### config.mk
export PLATFORM = sky130hd
export DESIGN_NAME = eight_bit_alu_with_flags
export DESIGN_NICKNAME = d
export VERILOG_FILES = /design/src/ebalu_pkg.sv /design/src/ebalu_core.sv /design/src/eight_bit_alu_with_flags.sv
export SDC_FILE = /design/constraint.sdc
export NUM_CORES = 1
export LEC_CHECK = 0
export ABC_AREA = 1
export BUFFER_PORTS_ARGS = -buffer_cell sky130_fd_sc_hd__buf_2
export CELL_PAD_IN_SITES_DETAIL_PLACEMENT = 2
export CELL_PAD_IN_SITES_GLOBAL_PLACEMENT = 2
export CORE_MARGIN = 4
export CORE_UTILIZATION = 34
export CTS_BUF_LIST = sky130_fd_sc_hd__clkbuf_16
export DETAILED_ROUTE_END_ITERATION = 16
export PLACE_DENSITY_LB_ADDON = 0.1
export SLEW_MARGIN = 20
export SYNTH_ARGS = -nofsm -noshare
export SYNTH_HDL_FRONTEND = slang
export SYNTH_SLANG_ARGS = --single-unit
### constraint.sdc
create_clock -name clk -period 3.05 [get_ports clk]
set_input_delay 0.1525 -clock clk [delete_from_list [all_inputs] [get_ports clk]]
set_output_delay 0.1525 -clock clk [all_outputs]
set_load 0.1 [all_outputs]
### src/ebalu_pkg.sv
// shared types and operation codes for the eight-bit alu with flags
`default_nettype none

package ebalu_pkg;

    localparam int unsigned OP_W   = 5;
    localparam int unsigned DATA_W = 8;

    typedef enum logic [OP_W-1:0] {
        OP_ADD  = 5'd0,
        OP_ADC  = 5'd1,
        OP_SUB  = 5'd2,
        OP_SBC  = 5'd3,
        OP_AND  = 5'd4,
        OP_XOR  = 5'd5,
        OP_OR   = 5'd6,
        OP_CP   = 5'd7,
        OP_INC  = 5'd8,
        OP_DEC  = 5'd9,
        OP_RLCA = 5'd10,
        OP_RLA  = 5'd11,
        OP_RRCA = 5'd12,
        OP_RRA  = 5'd13,
        OP_CPL  = 5'd14,
        OP_SCF  = 5'd15,
        OP_CCF  = 5'd16
    } alu_op_t;

    typedef struct packed {
        logic z;
        logic n;
        logic h;
        logic c;
    } flags_t;

endpackage

`default_nettype wire

### src/ebalu_core.sv
// combinational datapath: adder, logic unit, rotates and flag rules
`default_nettype none

module ebalu_core (
    input  wire logic [ebalu_pkg::OP_W-1:0]   op,
    input  wire logic [ebalu_pkg::DATA_W-1:0] a,
    input  wire logic [ebalu_pkg::DATA_W-1:0] b,
    input  wire ebalu_pkg::flags_t            flags_in,
    output      logic [ebalu_pkg::DATA_W-1:0] result,
    output      ebalu_pkg::flags_t            flags_out
);
    import ebalu_pkg::*;

    logic                cin;
    logic                use_cin;
    logic [DATA_W:0]     sum;
    logic [4:0]          sum_lo;
    logic [DATA_W:0]     diff;
    logic [4:0]          diff_lo;
    logic [DATA_W-1:0]   inc_val;
    logic [DATA_W-1:0]   dec_val;

    assign use_cin = (op == OP_ADC) || (op == OP_SBC);
    assign cin     = use_cin & flags_in.c;

    assign sum     = {1'b0, a} + {1'b0, b} + {{DATA_W{1'b0}}, cin};
    assign sum_lo  = {1'b0, a[3:0]} + {1'b0, b[3:0]} + {4'd0, cin};
    assign diff    = {1'b0, a} - {1'b0, b} - {{DATA_W{1'b0}}, cin};
    assign diff_lo = {1'b0, a[3:0]} - {1'b0, b[3:0]} - {4'd0, cin};
    assign inc_val = a + 8'd1;
    assign dec_val = a - 8'd1;

    always_comb
    begin
        result    = a;
        flags_out = flags_in;
        case (op)
            OP_ADD, OP_ADC:
            begin
                result      = sum[DATA_W-1:0];
                flags_out.z = (sum[DATA_W-1:0] == '0);
                flags_out.n = 1'b0;
                flags_out.h = sum_lo[4];
                flags_out.c = sum[DATA_W];
            end
            OP_SUB, OP_SBC, OP_CP:
            begin
                if (op != OP_CP)
                begin
                    result = diff[DATA_W-1:0];
                end
                flags_out.z = (diff[DATA_W-1:0] == '0);
                flags_out.n = 1'b1;
                flags_out.h = diff_lo[4];
                flags_out.c = diff[DATA_W];
            end
            OP_AND:
            begin
                result    = a & b;
                flags_out = '{z: ((a & b) == '0), n: 1'b0, h: 1'b1, c: 1'b0};
            end
            OP_XOR:
            begin
                result    = a ^ b;
                flags_out = '{z: ((a ^ b) == '0), n: 1'b0, h: 1'b0, c: 1'b0};
            end
            OP_OR:
            begin
                result    = a | b;
                flags_out = '{z: ((a | b) == '0), n: 1'b0, h: 1'b0, c: 1'b0};
            end
            OP_INC:
            begin
                result      = inc_val;
                flags_out.z = (inc_val == '0);
                flags_out.n = 1'b0;
                flags_out.h = (a[3:0] == 4'hF);
            end
            OP_DEC:
            begin
                result      = dec_val;
                flags_out.z = (dec_val == '0);
                flags_out.n = 1'b1;
                flags_out.h = (a[3:0] == 4'h0);
            end
            OP_RLCA:
            begin
                result    = {a[DATA_W-2:0], a[DATA_W-1]};
                flags_out = '{z: 1'b0, n: 1'b0, h: 1'b0, c: a[DATA_W-1]};
            end
            OP_RLA:
            begin
                result    = {a[DATA_W-2:0], flags_in.c};
                flags_out = '{z: 1'b0, n: 1'b0, h: 1'b0, c: a[DATA_W-1]};
            end
            OP_RRCA:
            begin
                result    = {a[0], a[DATA_W-1:1]};
                flags_out = '{z: 1'b0, n: 1'b0, h: 1'b0, c: a[0]};
            end
            OP_RRA:
            begin
                result    = {flags_in.c, a[DATA_W-1:1]};
                flags_out = '{z: 1'b0, n: 1'b0, h: 1'b0, c: a[0]};
            end
            OP_CPL:
            begin
                result      = ~a;
                flags_out.n = 1'b1;
                flags_out.h = 1'b1;
            end
            OP_SCF:
            begin
                flags_out.n = 1'b0;
                flags_out.h = 1'b0;
                flags_out.c = 1'b1;
            end
            OP_CCF:
            begin
                flags_out.n = 1'b0;
                flags_out.h = 1'b0;
                flags_out.c = ~flags_in.c;
            end
            default:
            begin
                result    = a;
                flags_out = flags_in;
            end
        endcase
    end

endmodule

`default_nettype wire

### src/eight_bit_alu_with_flags.sv
// top level: input register, alu datapath and result register with handshakes
//
// Eight-bit accumulator ALU with Z/N/H/C flags. Each transaction carries an
// operation code, the accumulator, an operand and the incoming flags, and
// produces one result transaction with the new value and flags. The block is
// a two-register pipe: a transaction is captured in the input register, passes
// the adder and flag logic, and lands in the result register when that register
// is empty or being read, and is offered from there. One transaction is
// accepted every cycle while the result side keeps taking; req_ready falls only
// when both registers hold data and rsp_ready is low. Unused operation codes
// pass the accumulator and flags through unchanged.
`default_nettype none

module eight_bit_alu_with_flags (
    input  wire logic                         clk,
    input  wire logic                         rst_n,
    input  wire logic                         req_valid,
    output      logic                         req_ready,
    input  wire logic [ebalu_pkg::OP_W-1:0]   req_type,
    input  wire logic [ebalu_pkg::DATA_W-1:0] acc_in,
    input  wire logic [ebalu_pkg::DATA_W-1:0] operand_in,
    input  wire logic                         zero_in,
    input  wire logic                         subtract_in,
    input  wire logic                         half_in,
    input  wire logic                         carry_in,
    output      logic                         rsp_valid,
    input  wire logic                         rsp_ready,
    output      logic [ebalu_pkg::DATA_W-1:0] result_out,
    output      logic                         zero_out,
    output      logic                         subtract_out,
    output      logic                         half_out,
    output      logic                         carry_out
);
    import ebalu_pkg::*;

    logic                stg_valid_reg;
    logic [OP_W-1:0]     op_reg;
    logic [DATA_W-1:0]   a_reg;
    logic [DATA_W-1:0]   b_reg;
    flags_t              flags_reg;

    logic                res_valid_reg;
    logic [DATA_W-1:0]   res_reg;
    flags_t              res_flags_reg;

    logic                res_load;
    logic                stg_load;
    logic [DATA_W-1:0]   res_next;
    flags_t              res_flags_next;

    assign res_load  = stg_valid_reg && (!res_valid_reg || rsp_ready);
    assign req_ready = !stg_valid_reg || res_load;
    assign stg_load  = req_valid && req_ready;

    ebalu_core u_core (
        .op        (op_reg),
        .a         (a_reg),
        .b         (b_reg),
        .flags_in  (flags_reg),
        .result    (res_next),
        .flags_out (res_flags_next)
    );

    always_ff @(posedge clk or negedge rst_n)
    begin
        if (!rst_n)
        begin
            stg_valid_reg <= 1'b0;
            res_valid_reg <= 1'b0;
        end
        else
        begin
            if (req_ready)
            begin
                stg_valid_reg <= req_valid;
            end
            if (res_load)
            begin
                res_valid_reg <= 1'b1;
            end
            else if (rsp_ready)
            begin
                res_valid_reg <= 1'b0;
            end
        end
    end

    always_ff @(posedge clk)
    begin
        if (stg_load)
        begin
            op_reg    <= req_type;
            a_reg     <= acc_in;
            b_reg     <= operand_in;
            flags_reg <= '{z: zero_in, n: subtract_in, h: half_in, c: carry_in};
        end
        if (res_load)
        begin
            res_reg       <= res_next;
            res_flags_reg <= res_flags_next;
        end
    end

    assign rsp_valid    = res_valid_reg;
    assign result_out   = res_reg;
    assign zero_out     = res_flags_reg.z;
    assign subtract_out = res_flags_reg.n;
    assign half_out     = res_flags_reg.h;
    assign carry_out    = res_flags_reg.c;

    a_accept_fills_stage: assert property (@(posedge clk) disable iff (!rst_n)
        req_valid && req_ready |=> stg_valid_reg)
        else $error("accepted transaction not held in input register");

    a_full_pipe_stalls: assert property (@(posedge clk) disable iff (!rst_n)
        stg_valid_reg && rsp_valid && !rsp_ready |-> !req_ready)
        else $error("input taken while both registers are full and stalled");

    a_stage_drains: assert property (@(posedge clk) disable iff (!rst_n)
        stg_valid_reg && (!rsp_valid || rsp_ready) |=> rsp_valid)
        else $error("result register missed a ready transaction");

    a_no_drop: assert property (@(posedge clk) disable iff (!rst_n)
        rsp_valid && !rsp_ready |=> rsp_valid)
        else $error("result dropped while stalled");

endmodule

`default_nettype wire
Word level (Yosys, flattened, before mapping)
Index checks and enable logic that the tools add are counted.

cells by class
  mux-type cells = 7
  add/subtract/negate cells = 10
  reductions and logical operators = 24
  equal/unequal tests = 18
  bitwise gates (word level) = 6

operator list
  kind                                                  count
  case mux 8 bit (12 select lines)                      1
  zero test 8 bit                                       7
  equality test 5 x 4 -> 1 bit (second input constant)  8
  equality test 5 x 3 -> 1 bit (second input constant)  4
  case mux 2 bit (7 select lines)                       1
  equality test 5 x 2 -> 1 bit (second input constant)  2
  adder 8 x 8 -> 9 bit                                  1
  adder 9 x 1 -> 9 bit                                  1
  subtractor 8 x 8 -> 9 bit                             1
  subtractor 9 x 1 -> 9 bit                             1
  adder 8 x 1 -> 8 bit (second input constant)          1
  AND 8 bit                                             1
  two-way mux 8 bit                                     1
  inverter 8 bit                                        1
  OR 8 bit                                              1
  case mux 1 bit (8 select lines)                       1
  OR reduction 8 bit                                    1
  subtractor 8 x 1 -> 8 bit (second input constant)     1
  XOR 8 bit                                             1
  case mux 1 bit (7 select lines)                       1
  OR reduction 2 bit                                    3
  OR reduction 3 bit                                    2
  adder 4 x 4 -> 5 bit                                  1
  adder 5 x 1 -> 5 bit                                  1
  other kinds (16)                                      21

storage, ports and cells
  output and inout bits = 14
  register bits after elaboration = 39

Logic depth before layout (Yosys ltp)
Gate-level depths: netlist of run 1.

  word-level depth = 6
  depth in mapped cells = 17
  mapped depth without buffers = 17

Hierarchy
From an unflattened synthesis of run 1, not the netlist that was laid out.

second synthesis, totals
  cells, all modules = 507
  area total of the unflattened synthesis = 3729.8 um2

modules (own cells, without submodules)
  module                    sequential area each (um2)  times used  cells each  area an instance (um2)
  ebalu_core                0.0                         1           458         2523.7
  eight_bit_alu_with_flags  1161.1                      1           49          1206.2

Worst setup path before layout of run 1
OpenSTA, ideal clock, no wires.

  path type = flip-flop to flip-flop
  start point = register res_valid_reg (netlist: rsp_valid)
  end point = register a_reg[0], enable pin
  setup slack = 75 ps
  library setup time = 364 ps
  path buffers = 0
  arrival = 2612 ps
  cell stages (with the launch flop) = 4
  clock period less this slack = 2975 ps
  path through = dfrtp_1 > nand3_1 > nand2_1 > inv_1

on the way
  word-level cells in the longest chain between the ends = 5

ends and longest elaborated chain
  item                      RTL line                        text
  start: declaration        eight_bit_alu_with_flags.sv:42  logic res_valid_reg;
  start signal: assignment  eight_bit_alu_with_flags.sv:69  res_valid_reg <= 1'b0;
  start signal: assignment  eight_bit_alu_with_flags.sv:79  res_valid_reg <= 1'b1;
  start signal: assignment  eight_bit_alu_with_flags.sv:83  res_valid_reg <= 1'b0;
  zero test 1 bit           eight_bit_alu_with_flags.sv:51  assign res_load = stg_valid_reg && (!res_valid_reg || rsp_ready);
  logical OR 1 bit          eight_bit_alu_with_flags.sv:51
  logical AND 1 bit         eight_bit_alu_with_flags.sv:51
  logical OR 1 bit          eight_bit_alu_with_flags.sv:52  assign req_ready = !stg_valid_reg || res_load;
  via req_ready             eight_bit_alu_with_flags.sv:18  output logic req_ready,
  logical AND 1 bit         eight_bit_alu_with_flags.sv:53  assign stg_load = req_valid && req_ready;
  via stg_load              eight_bit_alu_with_flags.sv:47  logic stg_load;
  end signal: assignment    eight_bit_alu_with_flags.sv:93  a_reg <= acc_in;
  end: declaration          eight_bit_alu_with_flags.sv:38  logic [DATA_W-1:0] a_reg;

The timed path passes the listed nets, and every way through them passes these cells.
A chain may end at the register's enable or synchronous reset.

Worst setup path in the final report of run 1
  start point = register flags_reg[0] (netlist name)
  end point = register res_reg[7] (netlist: result_out[7]), data pin

on the way
  word-level cells in the longest chain between the ends = 4
  elaborated cells between the ends (all ways) = 5

ends and longest elaborated chain
  item                                RTL line                        text
  start: declaration                  eight_bit_alu_with_flags.sv:40  flags_t flags_reg;
  start signal: assignment            eight_bit_alu_with_flags.sv:95  flags_reg <= '{z: zero_in, n: subtract_in, h: half_in, c: carry_in};
  AND 1 bit                           ebalu_core.sv:24                assign cin = use_cin & flags_in.c;
  subtractor 9 x 1 -> 9 bit           ebalu_core.sv:28                assign diff = {1'b0, a} - {1'b0, b} - {{DATA_W{1'b0}}, cin};
  two-way mux 8 bit                   ebalu_core.sv:48                if (op != OP_CP)
  case mux 8 bit (12 select lines) *  ebalu_core.sv:37                case (op)
  via res_next[7]                     eight_bit_alu_with_flags.sv:48  logic [DATA_W-1:0] res_next;
  end signal: assignment              eight_bit_alu_with_flags.sv:99  res_reg <= res_next;
  end: declaration                    eight_bit_alu_with_flags.sv:43  logic [DATA_W-1:0] res_reg;

The timed path passes the listed nets; every way through them passes the cells marked *.

==> results of run 1 <==
-- routing by layer --
| layer | routed length, um | share of wire, % | global-route usage (%) | vias up |
|---|---|---|---|---|
| li1 | - | - | - | 1890 |
| met1 | 6930 | 44 | 32.6 | 1977 |
| met5 | 0 | 0 | 0 | - |
| met4 | 392 | 2.5 | 6.97 | 0 |
| met3 | 759 | 4.9 | 3.53 | 29 |
| met2 | 7560 | 48 | 42.7 | 125 |
-- final cells by class --
cell class	count	area, sq um
Clock buffer	5	125
Clock inverter	3	25.0
Fill cell	1312	6330
Inverter	81	304
Multi-Input combinational cell	397	2270
Sequential cell	39	1160
Tap cell	140	175
Timing Repair Buffer	74	453
-- cells by family after synthesis --
group / synth area share (%)
simple gates: 37.3
buf+inv: 8.99
compound gates: 8.29
fa+ha+maj: 13.8
flops: 30.9
xor+xnor: 0.699
-- power by group through the flow --
stage          clock, mW  sequential, mW  combinational (mW)
2_1_floorplan          0           0.866               0.408
3_3_place_gp           0           0.696               0.828
3_5_place_dp           0           0.700               0.858
4_1_cts            0.559           0.688               0.864
5_1_grt            0.592           0.693               0.947
6_report           0.548           0.687               0.869
-- synthesized netlist by cell type, types with 2 or more instances --
cell type,instances
dfrtp_1,2
inv_1,71
nand2_4,2
a21oi_1,15
o21ai_0,16
nor2_1,60
xor2_1,2
inv_2,9
fa_1,4
nor2_2,3
nand3_2,2
o22ai_1,11
nor4_1,6
ha_1,35
o2111ai_1,2
nand3_1,52
nand3b_1,4
nand4_1,17
nor3_1,8
nand2_1,133
buf_2,4
nor2_4,4
nand2_2,7
o21ai_1,2
edfxtp_1,37
-- path summary, 6_finish.rpt --
path	start	to	slack, ns	cells past startpoint
setup / recovery	flags_reg[0]$_DFFE_PP_	result_out[7]$_DFFE_PP_	0.17	14
hold / removal	req_type[2]	op_reg[2]$_DFFE_PP_	0.03	1
setup reg to reg	flags_reg[0]$_DFFE_PP_	result_out[7]$_DFFE_PP_	0.17	14
hold reg to reg	stg_valid_reg$_DFFE_PN0N_	rsp_valid$_DFFE_PN0P_	0.51	2
max in group asynchronous	rst_n	stg_valid_reg$_DFFE_PN0N_	2.79	2
min in group asynchronous	rst_n	rsp_valid$_DFFE_PN0P_	0.17	2
-- cell usage in the layout (no fill, tap or decap), types with 2 or more instances in the layout --
master and count:
o2111ai_1 2, xor2_1 2, inv_1 71, nor4_1 5, fa_1 2, o21ai_1 3, inv_2 9, nor2_2 3
dfrtp_1 2, nand3_1 52, nand2_4 2, clkbuf_16 5, nand2_1 133, ha_1 35, nand2_2 7, nor2_4 4
nor2_1 60, buf_4 31, o22ai_1 11, nand3b_1 4, buf_2 42, edfxtp_1 37, nand4_1 17, o21ai_0 15
a21oi_1 15, fa_2 2, nor3_1 8, clkinv_4 2, nand3_2 2
-- metrics by stage --
step / power (mW) / utilization, % / instance area (sq um) / hold slack [ns] / worst slack (ns)
after floorplan: 1.27 / - / 3760 / -0.143 / 0.0746
after CTS: 2.11 / 41.4 / 4490 / 0.0295 / 0.00990
after detailed placement: 1.56 / 39.9 / 4330 / -0.0578 / 0.0476
after global routing: 2.23 / 41.6 / 4510 / 0.0192 / 0.0375
after global placement: 1.52 / 39.9 / 4330 / -0.0608 / 0.112
final: 2.10 / 41.6 / 4510 / 0.0334 / 0.174
-- timing repair --
action                                  4_1_cts  5_1_grt
hold endpoints to repair                      2        0
gates resized for setup                       0        4
hold buffers                                  1        0
setup buffers                                 0        2
endpoints found under the setup margin        0        5
==> impl_metrics.tcl, run 1 <==
set metrics [dict create \
    worstPathCellList "inv_1, nor4_2, buf_4, fa_1, inv_1, ha_1, o21ai_1, nand2_1, nand2_1, nand3_1, nand2_1, nand2_1, nand3_1, nand4_1" \
    area_delta_synth_final_pct 20.1 \
    yosysTopAreaCell "edfxtp_1" \
    fin_crit_sh_pct 94.3 \
    final_cell_count_no_fill 739 \
    synth.avg_cell_area_sq_um 7.20 \
    synth_edf_count 37 \
    drt-wirelength-per-cell_um 21.2 \
    cts_inserted_buffers 5 \
    crit_type "register to register" \
    htree_levels 2 \
    drt_wl_total_um 15600 \
    grt_max_degree 26 \
    drt_iter0_markers 305 \
    cts_root_buf "clkbuf_16" \
    start_util_pct 34.7 \
    num_rows 38 \
    crit_fanout 4 \
    ant_nets 0 \
    avgViaCountPerCell 5.44 \
    p_sw_share_pct 43.1 \
    start_kind "register" \
    max_stage_delay_ns 0.55 \
    ys_seq_elements 39 \
    synth_warnings 0 \
    nets 666 \
    synth_top_area_share_pct 29.6 \
    syn-cell-area_sq_um 3760 \
    worstSkewPairLatency_ns 0.29 \
    synth_cell_type_count 39 \
    grt_pass1_vias 4355 \
    tightest_slew_ns 0.965 \
    antenna_found_initial 0 \
    power_density_nw_per_um2 466 \
    p_leak_nw 2.21 \
    die_y_um 113 \
    dp_hpwl_um 13000 \
    io_buffers 42 \
    cts_buffer_depth 2 \
    fmax_mhz 348 \
    num_vias 4021 \
    status "completed" \
    relSlewSlack_pct 35.1 \
    cts_tree "built" \
    power_switching_mw 0.908 \
    grt_pass1_wl_um 24600 \
    synthArstFlopShare_pct 5.13 \
    comb_power_share_pct 41.3 \
    fin_worst_skew_ns 0.00992 \
    synth_ff_type "edfxtp_1" \
    ios 43 \
    worst_path_max_delay_cell "fa_1" \
    rsz0062_at_grt "false" \
    grt_use_total_pct 24.9 \
    critPathArrivalTime_ns 2.91 \
    peakVddDrop_uv 219 \
    setup_tns_ns 0 \
    synth_cells 522 \
    post-place-cells 728 \
    place_congestion 0.895 \
    synthTopCellsByArea "edfxtp_1, nand2_1, ha_1, inv_1, nand3_1" \
    synth_fp_nets 590 \
    seq_power_share_pct 32.7 \
    drive_gt1_share_pct 19.2 \
    clk_pin_slew_worst_paths_ns 0.07 \
    hold_path.class "input port to register" \
    period_needed_ns 2.88 \
    grt-ovfl-total 0 \
    critPathTopFamily "simple AND/OR/NAND/NOR gates" \
    post-route-drc-count 0 \
    die_w_um 113 \
    final_hold_viol_count 0 \
    drt_pass1_iterations 7 \
    core_sq_um 10800 \
    clock_power_share_pct 26.1 \
    synth-seq-area-share_pct 30.9 \
    cp_data_required_time_ns 3.08 \
    slew_violations 0 \
    cp_num_buf_inv 3 \
    cap_viol_max_count 0 \
    internal_power_mw 1.20 \
    cts.sinks 39 \
    die_area_sq_um 12800 \
    setup_viol 0 \
    antenna_cells 0 \
    critPathMostFrequentCell "nand2_1" \
    cp-end-kind "register" \
]
Note: power is estimated with default switching activity, not from simulation.
==> run 2: changes to the inputs <==
--- a/config.mk
+++ b/config.mk
@@ -11,3 +11,3 @@
 export CELL_PAD_IN_SITES_GLOBAL_PLACEMENT = 2
-export CORE_MARGIN = 4
+export CORE_MARGIN = 2
 export CORE_UTILIZATION = 34
@@ -19,2 +19,3 @@
 export SYNTH_HDL_FRONTEND = slang
+export SYNTH_HIERARCHICAL = 1
 export SYNTH_SLANG_ARGS = --single-unit
--- a/constraint.sdc
+++ b/constraint.sdc
@@ -3,2 +3,2 @@
 set_output_delay 0.1525 -clock clk [all_outputs]
-set_load 0.1 [all_outputs]
+set_load 0.01 [all_outputs]
==> run 2 against run 1 <==
Sequential share of layout area rose by 0.15 points. Worst hold slack improved by 0.0078 ns. Sequential power fell by 2%. Die area fell by 7.6%. Global-route usage rose by 1.3 points. Clock power rose by 10%. Flip-flop and latch count did not move. Via count fell by 4.9%. Critical path type unchanged.
==> impl_metrics.tcl, run 2 <==
set metrics [dict create \
    drive_gt1_share_pct 20.9 \
    cts.sinks 39 \
    cts_inserted_buffers 5 \
    met1Wirelength_um 6760 \
    power_density_nw_per_um2 425 \
    worstSkewPairLatency_ns 0.28 \
    yosysTopAreaCell "edfxtp_1" \
    synth_cell_type_count 42 \
    dr_wl_met3_um 529 \
    synth_cells 507 \
    status "completed" \
    grt_pass1_vias 4203 \
    final_hold_viol_count 0 \
    r2r-end "result_out[7]$_DFFE_PP_" \
    synth_warnings 6 \
    ant_nets 0 \
    muxShareOfSynthArea_pct 0 \
    drt_wl_total_um 14900 \
    worstHoldPathCells 1 \
    place_congestion 0.893 \
    cts_buffer_depth 2 \
    grt-ovfl-total 0 \
    drt_iter0_markers 184 \
    dp_hpwl_um 12300 \
    htree_levels 2 \
    period_needed_ns 2.85 \
    synth.avg_cell_area_sq_um 7.36 \
    crit_fanout 3 \
    cp-startpoint "op_reg[2]$_DFFE_PP_" \
    relSlewSlack_pct 67.7 \
    finalPower_mw 1.91 \
    slew_violations 0 \
    yosysMostFrequentCell "nand2_1" \
    num_rows 38 \
    grt_pass1_wl_um 23000 \
    p_leak_nw 2.15 \
    ios 43 \
    synth_top_area_share_pct 29.8 \
    synth_commonest_cells "nand2_1, inv_1, nor2_1" \
    nFillCells 1265 \
    post-route-drc-count 0 \
    fmax_mhz 350 \
    ys_seq_elements 39 \
    avgViaCountPerCell 5.35 \
    synthAdderAreaFrac_pct 13.6 \
    tightest_slew_ns 0.482 \
    cts_root_buf "clkbuf_16" \
    hold_start "acc_in[0]" \
    grt_max_degree 22 \
    setup_viol 0 \
    highest_layer "met4" \
    multi_input_area_sq_um 2270 \
    nets 641 \
    crit_type "register to register" \
    fin_crit_sh_pct 93.6 \
    synth_fp_nets 574 \
    whs_ns 0.0412 \
    worst-r2r-cell-count 15 \
    setup_tns_ns 0 \
    final_cell_mix "nand2_1, inv_1, nor2_1" \
    antenna_found_initial 0 \
    fin_worst_skew_ns 0.00271 \
    yosys.area_share.simple_pct 33.7 \
    synthArstFlopShare_pct 5.13 \
    die_y_um 109 \
    cap_viol_max_count 0 \
    hold_end "a_reg[0]$_DFFE_PP_" \
    antenna_cells 0 \
    area_delta_synth_final_pct 20.3 \
    synth_top_family_by_area "simple AND/OR/NAND/NOR gates" \
    cp_data_required_time_ns 3.08 \
    regToRegSetupSlack_ns 0.20 \
    clk_pin_slew_worst_paths_ns 0.06 \
    start_util_pct 34.6 \
    syn-cell-area_sq_um 3730 \
    grt_use_total_pct 26.2 \
    mostFrequentLayoutCell "nand2_1" \
    core_sq_um 10800 \
    synth_edf_count 37 \
    synthTopCellsByArea "edfxtp_1, nand2_1, ha_1, inv_1, nor2_1" \
    start_kind "register" \
    cp-end-kind "register" \
    num_vias 3822 \
    regArea_sq_um 1160 \
    critPathArrivalTime_ns 2.88 \
    rr_startpoint "op_reg[2]$_DFFE_PP_" \
    synth_ff_type "edfxtp_1" \
    die_w_um 109 \
    peakVddDrop_uv 274 \
    drt_pass1_iterations 4 \
    synth_compound_area_share_pct 10.4 \
    synthXorXnorAreaFrac_pct 1.88 \
    synth-seq-area-share_pct 31.1 \
    io_buffers 42 \
    wl_met2_um 7360 \
    die_area_sq_um 11800 \
    hold_path.class "input port to register" \
    drt-wirelength-per-cell_um 20.9 \
    cts_tree "built" \
]
-- run 2: cell count changes in the layout (fill, tap and decap cells not counted), sizes merged, moves of 3 or more --
cell and delta:
or2 +5, xnor2 +3, buf -3, a221oi +3, nand3 -16, inv -4, a21oi -3, nor4 -4
o221ai +4, o22ai +3, nand2 -13
-- run 2: how the worst max path moves through the flow --
stage	endpoint
5_1_grt	zero_out$_DFFE_PP_
3_5_place_dp	result_out[6]$_DFFE_PP_
2_1_floorplan	result_out[6]$_DFFE_PP_
3_3_place_gp	result_out[6]$_DFFE_PP_
4_1_cts	result_out[6]$_DFFE_PP_
6_report	result_out[7]$_DFFE_PP_
-- run 2: repair_timing --
action                                  in CTS  in global routing
pin swaps                                    0                  6
gates resized for setup                      2                 12
hold buffers                                 1                  0
endpoints found under the hold margin        2                  0
endpoints found under the setup margin       4                  7
setup buffers                                0                  1
-- run 2: routing by layer --
layer	track usage (%)	vias to the layer above
li1	-	1815
met1	34.1	1904
met2	45.8	82
met3	2.51	21
met4	7.88	0
met5	0	-
-- run 2: area by class of cell --
type                            instances  share of cell area, %
Sequential cell                        39                   25.9
Tap cell                              140                   3.90
Inverter                               77                   6.47
Clock buffer                            5                   2.79
Timing Repair Buffer                   71                   9.59
Clock inverter                          3                  0.864
Multi-Input combinational cell        380                   50.5
-- run 2: kinds of logic after synthesis --
family	Yosys count
compound gates	62
xor+xnor	8
fa+ha+maj	38
buf+inv	88
flops	39
simple gates	272
-- run 2: metrics by stage --
| stage | util (%) | area, sq um | setup slack (ns) | instances |
|---|---|---|---|---|
| 3_5_place_dp | 39.5 | 4260 | -0.149 | 705 |
| 3_3_place_gp | 39.5 | 4260 | 0.0725 | 705 |
| 6_report | 41.6 | 4490 | 0.197 | 715 |
| 4_1_cts | 41.1 | 4440 | 0.0261 | 714 |
| 2_1_floorplan | - | 3730 | 0.0897 | 507 |
| 5_1_grt | 41.6 | 4490 | -0.00754 | 715 |
-- run 2: report_power, final --
group | internal, mW | switching [mW]
clock network | 0.382 | 0.222
logic | 0.219 | 0.412
registers | 0.646 | 0.0245
total | 1.25 | 0.659
-- run 2: critical path, stage by stage, from the launching register on --
cell and delay (ns):
edfxtp_1 0.40, inv_2 0.08, nand2_1 0.07, nor3_2 0.21
buf_4 0.15, fa_1 0.44, ha_1 0.23, nor2_2 0.11
o21ai_1 0.06, buf_4 0.15, nand2_1 0.06, nand2_1 0.10
xnor2_2 0.25, o21ai_1 0.10, nor2_1 0.10, nand3_1 0.08
